## config.mk

```make
export PLATFORM = sky130hd
export DESIGN_NAME = websocket_frame_receiver
export DESIGN_NICKNAME = d
export VERILOG_FILES = /design/src/wfr_pkg.sv /design/src/wfr_parser.sv /design/src/websocket_frame_receiver.sv
export SDC_FILE = /design/constraint.sdc
export NUM_CORES = 1
export LEC_CHECK = 0
export BUFFER_PORTS_ARGS = -buffer_cell sky130_fd_sc_hd__buf_4
export CAP_MARGIN = 20
export CORE_MARGIN = 5
export CORE_UTILIZATION = 25
export CTS_CLUSTER_DIAMETER = 100
export CTS_CLUSTER_SIZE = 10
export DETAILED_ROUTE_END_ITERATION = 16
export SETUP_SLACK_MARGIN = 0.15
export SLEW_MARGIN = 40
export SYNTH_ARGS = -nofsm -noshare
export SYNTH_HDL_FRONTEND = slang
export SYNTH_HIERARCHICAL = 1
export SYNTH_SLANG_ARGS = --single-unit
```

## constraint.sdc

```tcl
create_clock -name clk -period 6.95 [get_ports clk]
set_input_delay 0.3475 -clock clk [delete_from_list [all_inputs] [get_ports clk]]
set_output_delay 0.3475 -clock clk [all_outputs]
set_load 0.005 [all_outputs]
```

## src/wfr_pkg.sv

```systemverilog
`timescale 1ns / 1ps

package wfr_pkg;

	// Default width of the buffer space and stored counters
	localparam int CAPACITY_BITS_DEF = 16;

	// 7-bit length codes that announce an extended length
	localparam logic [6:0] LEN16_CODE = 7'd126;
	localparam logic [6:0] LEN64_CODE = 7'd127;

	// Item kinds on the input side
	localparam logic KIND_START = 1'b0;
	localparam logic KIND_BYTE  = 1'b1;

	// Parser phase, one-hot
	typedef enum logic [7:0] {
		PH_IDLE    = 8'b0000_0001,
		PH_HDR0    = 8'b0000_0010,
		PH_HDR1    = 8'b0000_0100,
		PH_EXT16   = 8'b0000_1000,
		PH_EXT64   = 8'b0001_0000,
		PH_MASK    = 8'b0010_0000,
		PH_PAYLOAD = 8'b0100_0000,
		PH_DONE    = 8'b1000_0000
	} phase_t;

	// One input item as held in the input register
	typedef struct packed {
		logic        kind;
		logic [15:0] capacity;
		logic [7:0]  rx_byte;
	} item_t;

	// One result item
	typedef struct packed {
		logic        byte_valid;
		logic [7:0]  out_byte;
		logic [15:0] out_index;
		logic        message_done;
		logic [15:0] message_length;
		logic [3:0]  frame_opcode;
	} result_t;

endpackage

```

## src/wfr_parser.sv

```systemverilog
`timescale 1ns / 1ps

// Frame parser state and per-item update. The item at the input register is
// consumed when en is high; res/res_valid describe the result it causes.
module wfr_parser #(
	parameter int CAPACITY_BITS = wfr_pkg::CAPACITY_BITS_DEF
) (
	input  logic             clk,
	input  logic             arst_n,
	input  logic             en,
	input  wfr_pkg::item_t   item,
	output logic             res_valid,
	output wfr_pkg::result_t res
);

	localparam int CW = CAPACITY_BITS;

	wfr_pkg::phase_t phase_q, phase_d;
	logic          final_q, final_d;
	logic          mask_q, mask_d;
	logic [2:0]    hbc_q, hbc_d;
	logic [31:0]   fbl_q, fbl_d;
	logic [CW-1:0] space_q, space_d;
	logic [CW-1:0] sc_q, sc_d;
	logic [31:0]   key_q, key_d;
	logic [1:0]    mpos_q, mpos_d;
	logic [3:0]    opc_q, opc_d;

	logic          len_known, pay_begin, frame_end, stored, done;
	logic [7:0]    b;
	logic [6:0]    len7;
	logic [7:0]    val;
	logic [31:0]   key_sh;
	logic [31:0]   cap32;
	logic [31:0]   sc_old32, sc_new32;

	assign b        = item.rx_byte;
	assign len7     = item.rx_byte[6:0];
	assign cap32    = {16'd0, item.capacity};
	assign sc_old32 = 32'(sc_q);
	assign sc_new32 = 32'(sc_d);

	// Key byte for the current position, first key byte first
	assign key_sh = key_q >> {~mpos_q, 3'b000};
	assign val    = mask_q ? (b ^ key_sh[7:0]) : b;

	// Next state
	always_comb begin
		phase_d   = phase_q;
		final_d   = final_q;
		mask_d    = mask_q;
		hbc_d     = hbc_q;
		fbl_d     = fbl_q;
		space_d   = space_q;
		sc_d      = sc_q;
		key_d     = key_q;
		mpos_d    = mpos_q;
		opc_d     = opc_q;
		len_known = 1'b0;
		pay_begin = 1'b0;
		frame_end = 1'b0;
		stored    = 1'b0;
		done      = 1'b0;

		if (item.kind == wfr_pkg::KIND_START) begin
			space_d = cap32[CW-1:0];
			sc_d    = '0;
			final_d = 1'b0;
			mask_d  = 1'b0;
			hbc_d   = '0;
			fbl_d   = '0;
			key_d   = '0;
			mpos_d  = '0;
			phase_d = wfr_pkg::PH_HDR0;
		end else begin
			case (phase_q)
				wfr_pkg::PH_HDR0: begin
					final_d = b[7];
					opc_d   = b[3:0];
					phase_d = wfr_pkg::PH_HDR1;
				end
				wfr_pkg::PH_HDR1: begin
					mask_d = b[7];
					hbc_d  = '0;
					fbl_d  = '0;
					if (len7 == wfr_pkg::LEN16_CODE) begin
						phase_d = wfr_pkg::PH_EXT16;
					end else if (len7 == wfr_pkg::LEN64_CODE) begin
						phase_d = wfr_pkg::PH_EXT64;
					end else begin
						fbl_d     = {25'd0, len7};
						len_known = 1'b1;
					end
				end
				wfr_pkg::PH_EXT16, wfr_pkg::PH_EXT64: begin
					// only the low 32 bits of a 64-bit length survive the shift
					fbl_d = {fbl_q[23:0], b};
					if (hbc_q == ((phase_q == wfr_pkg::PH_EXT16) ? 3'd1 : 3'd7)) begin
						len_known = 1'b1;
					end else begin
						hbc_d = hbc_q + 3'd1;
					end
				end
				wfr_pkg::PH_MASK: begin
					key_d = {key_q[23:0], b};
					if (hbc_q == 3'd3) begin
						pay_begin = 1'b1;
					end else begin
						hbc_d = hbc_q + 3'd1;
					end
				end
				wfr_pkg::PH_PAYLOAD: begin
					mpos_d = mpos_q + 2'd1;
					if (space_q != '0) begin
						stored  = 1'b1;
						space_d = space_q - CW'(1);
						sc_d    = sc_q + CW'(1);
					end
					fbl_d = fbl_q - 32'd1;
					if (fbl_q == 32'd1) begin
						frame_end = 1'b1;
					end
				end
				default: begin
				end
			endcase
		end

		// Length complete: fetch the mask key or go to the payload
		if (len_known) begin
			if (mask_d) begin
				hbc_d   = '0;
				key_d   = '0;
				phase_d = wfr_pkg::PH_MASK;
			end else begin
				pay_begin = 1'b1;
			end
		end

		// Payload start; an empty frame ends right here
		if (pay_begin) begin
			mpos_d = '0;
			if (fbl_d == 32'd0) begin
				frame_end = 1'b1;
			end else begin
				phase_d = wfr_pkg::PH_PAYLOAD;
			end
		end

		// Frame consumed: message ends on a final frame
		if (frame_end) begin
			if (final_d) begin
				phase_d = wfr_pkg::PH_DONE;
				done    = 1'b1;
			end else begin
				phase_d = wfr_pkg::PH_HDR0;
			end
		end
	end

	// Result for this item
	assign res_valid          = stored | done;
	assign res.byte_valid     = stored;
	assign res.out_byte       = stored ? val : 8'd0;
	assign res.out_index      = stored ? sc_old32[15:0] : 16'd0;
	assign res.message_done   = done;
	assign res.message_length = done ? sc_new32[15:0] : 16'd0;
	assign res.frame_opcode   = opc_q;

	// State registers
	always_ff @(posedge clk or negedge arst_n) begin
		if (!arst_n) begin
			phase_q <= wfr_pkg::PH_IDLE;
			final_q <= 1'b0;
			mask_q  <= 1'b0;
			hbc_q   <= '0;
			fbl_q   <= '0;
			space_q <= '0;
			sc_q    <= '0;
			key_q   <= '0;
			mpos_q  <= '0;
			opc_q   <= '0;
		end else if (en) begin
			phase_q <= phase_d;
			final_q <= final_d;
			mask_q  <= mask_d;
			hbc_q   <= hbc_d;
			fbl_q   <= fbl_d;
			space_q <= space_d;
			sc_q    <= sc_d;
			key_q   <= key_d;
			mpos_q  <= mpos_d;
			opc_q   <= opc_d;
		end
	end

endmodule

```

## src/websocket_frame_receiver.sv

```systemverilog
`timescale 1ns / 1ps

// Channel   Dir  tdata (low bit up)                                tuser       tlast
// s_axis    in   capacity[15:0], rx_byte[23:16]                    kind        -
// m_axis    out  out_byte[7:0], out_index[23:8],                   byte_valid  message_done
//                message_length[39:24], frame_opcode[43:40]
//
// One item per cycle sustained while the output side does not stall; a result is
// loaded into the output register from the item in the input register, then held until taken.
// The parser state advances once per item in a single pass of logic.
// While the output register holds an untaken result, the input register
// holds its item and s_axis_tready drops once it is full.
// arst_n clears both registers' valid flags and the parser to idle.
module websocket_frame_receiver #(
	parameter int CAPACITY_BITS = wfr_pkg::CAPACITY_BITS_DEF
) (
	input  logic        clk,
	input  logic        arst_n,
	input  logic        s_axis_tvalid,
	output logic        s_axis_tready,
	input  logic [23:0] s_axis_tdata,  // capacity[15:0], rx_byte[23:16]
	input  logic        s_axis_tuser,  // kind
	output logic        m_axis_tvalid,
	input  logic        m_axis_tready,
	output logic [47:0] m_axis_tdata,  // out_byte, out_index, message_length, frame_opcode
	output logic        m_axis_tuser,  // byte_valid
	output logic        m_axis_tlast   // message_done
);

	logic             v_s1;
	wfr_pkg::item_t   item_s1;
	logic             v_s2;
	wfr_pkg::result_t res_s2;
	logic             adv;
	logic             res_valid;
	wfr_pkg::result_t res;

	// Item in stage 1 moves on when the output register is free or drains
	assign adv           = v_s1 & (~v_s2 | m_axis_tready);
	assign s_axis_tready = ~v_s1 | adv;

	// Input register
	always_ff @(posedge clk or negedge arst_n) begin
		if (!arst_n) begin
			v_s1 <= 1'b0;
		end else if (s_axis_tready) begin
			v_s1 <= s_axis_tvalid;
		end
	end

	always_ff @(posedge clk) begin
		if (s_axis_tvalid && s_axis_tready) begin
			item_s1.kind     <= s_axis_tuser;
			item_s1.capacity <= s_axis_tdata[15:0];
			item_s1.rx_byte  <= s_axis_tdata[23:16];
		end
	end

	wfr_parser #(
		.CAPACITY_BITS(CAPACITY_BITS)
	) u_parser (
		.clk      (clk),
		.arst_n   (arst_n),
		.en       (adv),
		.item     (item_s1),
		.res_valid(res_valid),
		.res      (res)
	);

	// Output register
	always_ff @(posedge clk or negedge arst_n) begin
		if (!arst_n) begin
			v_s2 <= 1'b0;
		end else if (adv && res_valid) begin
			v_s2 <= 1'b1;
		end else if (m_axis_tready) begin
			v_s2 <= 1'b0;
		end
	end

	always_ff @(posedge clk) begin
		if (adv && res_valid) begin
			res_s2 <= res;
		end
	end

	assign m_axis_tvalid = v_s2;
	assign m_axis_tuser  = res_s2.byte_valid;
	assign m_axis_tlast  = res_s2.message_done;
	assign m_axis_tdata  = {4'd0, res_s2.frame_opcode, res_s2.message_length,
		res_s2.out_index, res_s2.out_byte};

endmodule

```

==> impl_results.rst <==
.. list-table::
   :header-rows: 1

   * - Metric
     - Value
   * - Vias after detailed routing
     - ~8,600
   * - Leakage
     - approximately 4.8 nW
   * - Depth of the CTS H-tree
     - 4
   * - Unrepaired setup endpoints after global routing
     - false
   * - Die W
     - 213 um
   * - Number of remaining DRC errors
     - 0
   * - GRT Resource Usage Total
     - 0.128
   * - Number of logic stages on the critical path including buffering
     - 14
   * - TritonCTS clock tree
     - done
   * - R2R cell count
     - 14
   * - Shortest period the worst path allows
     - 5.08 ns
   * - Row Count
     - 74
   * - Pwr/cell area
     - around 360 mW/mm2
   * - Final setup violation count
     - 0
   * - Class of the most critical setup path
     - flop to flop
   * - Synth warnings
     - 6
   * - Port Buffers
     - 76
   * - Footprint of the flip-flops and latches
     - 0.00506 mm2
   * - CP Launch Point
     - u_parser/fbl_q[0]$_DFFE_PN0P_
   * - Crit path arrival time
     - between 5 and 6 ns
   * - Total overflow reported by the global router
     - 0
   * - Ordered cell list for the critical path
     - inv_1 -> ha_1 -> or3b_2 -> nor3_1 -> nand3_1 -> nand2_1 -> a221oi_1 -> or4_1 -> o41a_1 -> o31a_2 -> o21ai_0 -> nand2_1 -> nor2b_4 -> buf_4
   * - Routability-driven placement congestion ratio
     - 0.971
   * - Outcome
     - completed
   * - Area inside the core boundary
     - 0.0409 mm2
   * - Fraction of synthesis flops using an asynchronous set or reset pin
     - 0.622
   * - Post-synthesis simple-gate area fraction
     - 0.203
   * - Worst setup SP type
     - flop
   * - Clock Latency Late Sink
     - between 0.4 and 0.5 ns
   * - Count of filler cells inserted in the layout
     - roughly 4,200
   * - ANT cells
     - 0
   * - Worst Setup EP
     - m_axis_tdata[34]$_DFFE_PP_
   * - Final hold violations
     - 0
   * - Worst reg2reg path endpoint
     - m_axis_tdata[34]$_DFFE_PP_
   * - Largest family of logic cells by synthesized area
     - simple AND/OR/NAND/NOR gates
   * - Number of instances in the synthesized netlist
     - about 1,000
   * - Antenna violations before repair
     - 0
   * - Crit path required time
     - 7.03 ns
   * - First-pass GRT wire length
     - approximately 47,000 um
   * - Area occupied by multi-input gates
     - just under 0.005 mm2
   * - Height of the die
     - roughly 210 um
   * - Layout Cell Area excl Fill
     - about 0.012 mm2
   * - Post-route fraction of the period consumed by the critical path
     - 0.732
   * - Via density per instance
     - approximately 5.3
   * - Multiplexer fraction of the synthesized cell area
     - 0.0480
   * - Boundary Pins
     - 81
   * - WL/cell
     - approximately 18 um
   * - Layout-stage area growth over the synthesis result
     - 15.5%
   * - Setup skew after layout
     - about 0.016 ns
   * - Buffers and inverters on the worst path
     - 2
   * - First-pass iteration count of the detailed router
     - 8
   * - Post-synthesis compound-gate area fraction
     - 0.177
   * - Sum of routed wire length over all layers
     - slightly below 30,000 um
   * - Total half-perimeter wirelength after legalization and detailed placement
     - between 20,000 and 25,000 um
   * - Crit path max-delay family
     - simple AND/OR/NAND/NOR gates
   * - Xor/xnor cell area share of the yosys netlist
     - 0.0288
   * - Reg-to-Reg Start
     - u_parser/fbl_q[0]$_DFFE_PN0P_
   * - Sum of negative setup slack
     - 0 ns
   * - Setup slack at placement
     - between 1.5 and 2 ns
   * - Starting DRC count in detailed routing
     - about 890
   * - DP Area
     - around 0.011 mm2
   * - Commonest register cell after synthesis
     - dfrtp_1
   * - Number of enable-type register cells in the synthesized netlist
     - 71
   * - Worst-margin pin slew
     - 0.886 ns
   * - Highest fanout seen on the critical path
     - between 40 and 50
   * - Worst hold slack
     - ~0.073 ns
   * - Final-report max-slew violation count
     - 0
   * - Highest attainable clock frequency
     - 197 MHz
   * - Hold buffers post-CTS
     - 1
   * - Worst vdd ir
     - between 0.2 and 0.25 mV
   * - Via count of the first global-routing pass
     - 8,085
   * - Number of maximum-capacitance constraint violations
     - 0
   * - Clock-pin slew of the registers on the worst-case setup and hold paths
     - about 0.070 ns
   * - Final setup margin
     - 1.87 ns
   * - Synth unique cells
     - between 70 and 80
   * - Area enclosed by the die boundary
     - approximately 0.046 mm2
   * - Slack of the worst reg-to-reg path
     - between 1.5 and 2 ns
   * - Category of the worst setup path capture point
     - flop
   * - Post-CTS setup buffers
     - 0
   * - Crit-path most repeated cell
     - nand2_1
   * - Netlist Area Pre-Place
     - between 0.01 and 0.015 mm2
   * - Max Buffers Root-to-Sink
     - 2
   * - CTS resizes
     - 0
   * - Largest net degree at the start of global routing
     - between 60 and 70
   * - Worst hold path class
     - primary input to flop
   * - Number of nets at the end of the flow
     - around 1,100
   * - Largest stage delay on the critical path
     - 0.60 ns
   * - Rel. slew slack
     - 0.401
   * - Number of storage elements in the synthesis netlist
     - around 190
   * - Root Driver
     - clkbuf_16
   * - Proportion of layout cells with a drive suffix above 1
     - 0.162
   * - Adder-cell share of the synthesized area
     - 0.00847
   * - Starting Density
     - 0.253
   * - Number of antenna-violating nets in the routed design
     - 0
   * - Num CTS Buffers
     - 17
   * - Fraction of the yosys area taken by sequential cells
     - 0.489
   * - CTS Sinks
     - ~190
   * - Cell at the slowest stage of the critical path
     - nor3_1
   * - Syn_area_per_cell
     - slightly below 10 um2
-- sequential cells by signal (all words and copies together), names as in the netlist, 2 cells and up --
register / cells
item_s1: 25
m_axis_tdata: 44
u_parser/fbl_q: 32
u_parser/hbc_q: 3
u_parser/key_q: 32
u_parser/mpos_q: 2
u_parser/opc_q: 4
u_parser/phase_q: 8
u_parser/sc_q: 16
u_parser/space_q: 16
-- worst register-to-register path: cells and delay by family (launching register included) --
| kind | cells | cell delay [ns] |
|---|---|---|
| DFF | 1 | 0.47 |
| AOI/OAI and AO/OA | 4 | 1.15 |
| and+or+nand+nor | 7 | 2.29 |
| buffers and inverters | 2 | 0.59 |
| adders and majority gates | 1 | 0.21 |
-- synth_stat cells (all sizes together) (8+ instances only) --
master     n  area, um2
a21oi     65        325
a22o      41        359
and3      34        213
buf       18        123
clkbuf    72        270
dfrtp    116       2900
edfxtp    71       2130
inv       18       67.6
mux2      13        146
mux2i     17        170
mux4       8        180
nand2    100        375
nand2b     9       56.3
nand3     38        190
nand4     20        125
nor2      80        300
nor3      33        210
nor4      22        138
o21ai     48        240
o22ai     19        119
o2bb2ai   14        123
o31ai      9       67.6
or4       13       97.6
xnor2     11       96.3
xor2      23        201
-- metal layers --
| metal | vias up | track usage | wire length (um) |
|---|---|---|---|
| met2 | 402 | 0.191 | 12900 |
| met1 | 4151 | 0.184 | 13200 |
| met5 | - | 0 | 0 |
| li1 | 3971 | - | - |
| met4 | 0 | 0.0452 | 829 |
| met3 | 65 | 0.0301 | 2650 |
-- worst min path at each step --
stage                                             start                         end  cells past startpoint
after floorplan                                  arst_n   m_axis_tvalid$_DFFE_PN0P_                      0
after global placement    u_parser/opc_q[1]$_DFFE_PN0P_  m_axis_tdata[41]$_DFFE_PP_                      0
after detailed placement  u_parser/opc_q[2]$_DFFE_PN0P_  m_axis_tdata[42]$_DFFE_PP_                      0
after CTS                               s_axis_tdata[9]       item_s1[17]$_DFFE_PP_                      1
after global routing                       s_axis_tuser       item_s1[24]$_DFFE_PP_                      1
final                                      s_axis_tuser       item_s1[24]$_DFFE_PP_                      1
-- power breakdown --
part	switching, mW	internal (mW)
registers	0.244	1.29
clock network	0.455	0.506
logic	1.17	0.679
-- per-stage QoR --
stage	power, mW	util	std cells
final	4.35	0.292	1614
after global routing	4.59	0.292	1614
after CTS	4.32	0.292	1614
after detailed placement	3.34	0.278	1581
after global placement	3.37	0.277	1581
after floorplan	2.80	-	1046
-- cell type report --
type | count | area share
tap | 532 | 0.0557
clock inverter | 12 | 0.0109
timing repair buffer | 94 | 0.0596
inverter | 18 | 0.00566
multi-input combinational | 750 | 0.408
clock buffer | 20 | 0.0366
sequential | 188 | 0.424
-- cells by family after synthesis --
| family | Yosys count |
|---|---|
| buffers and inverters | 108 |
| other | 1 |
| XOR/XNOR | 34 |
| multiplexers | 38 |
| AO/OA/AOI/OAI | 268 |
| AND/OR/NAND/NOR | 399 |
| adder cells (fa/ha/maj) | 7 |
| flip-flops | 188 |
-- cell usage in the layout (no fill, tap or decap), types with 5 or more instances in the layout --
master     Yosys  routed
and2_1         7       5
a22o_1        41      41
nor3_2         9       9
nor2b_1        6       5
xnor2_1       11      11
buf_4          6      92
mux4_2         8       8
o2bb2ai_1     14      14
xor2_1        23      23
dfrtp_1      116     116
nor4_1        22      21
o31ai_1        9       9
edfxtp_1      71      71
nor3_1        24      24
or4_1         13      13
a21oi_1       65      65
and3_1        34      34
o22ai_1       19      19
a31oi_1        6       6
nor2_1        80      78
nand4_1       20      20
mux2i_1       17      17
ha_1           7       7
nand4b_1       5       5
inv_1         18      18
clkbuf_16      0      17
nand3_1       38      38
nand2b_1       9       9
nand2_1      100      98
o21ai_0       47      47
a22oi_1        7       7
mux2_2        13      13
Note: power is estimated with default switching activity, not from simulation.
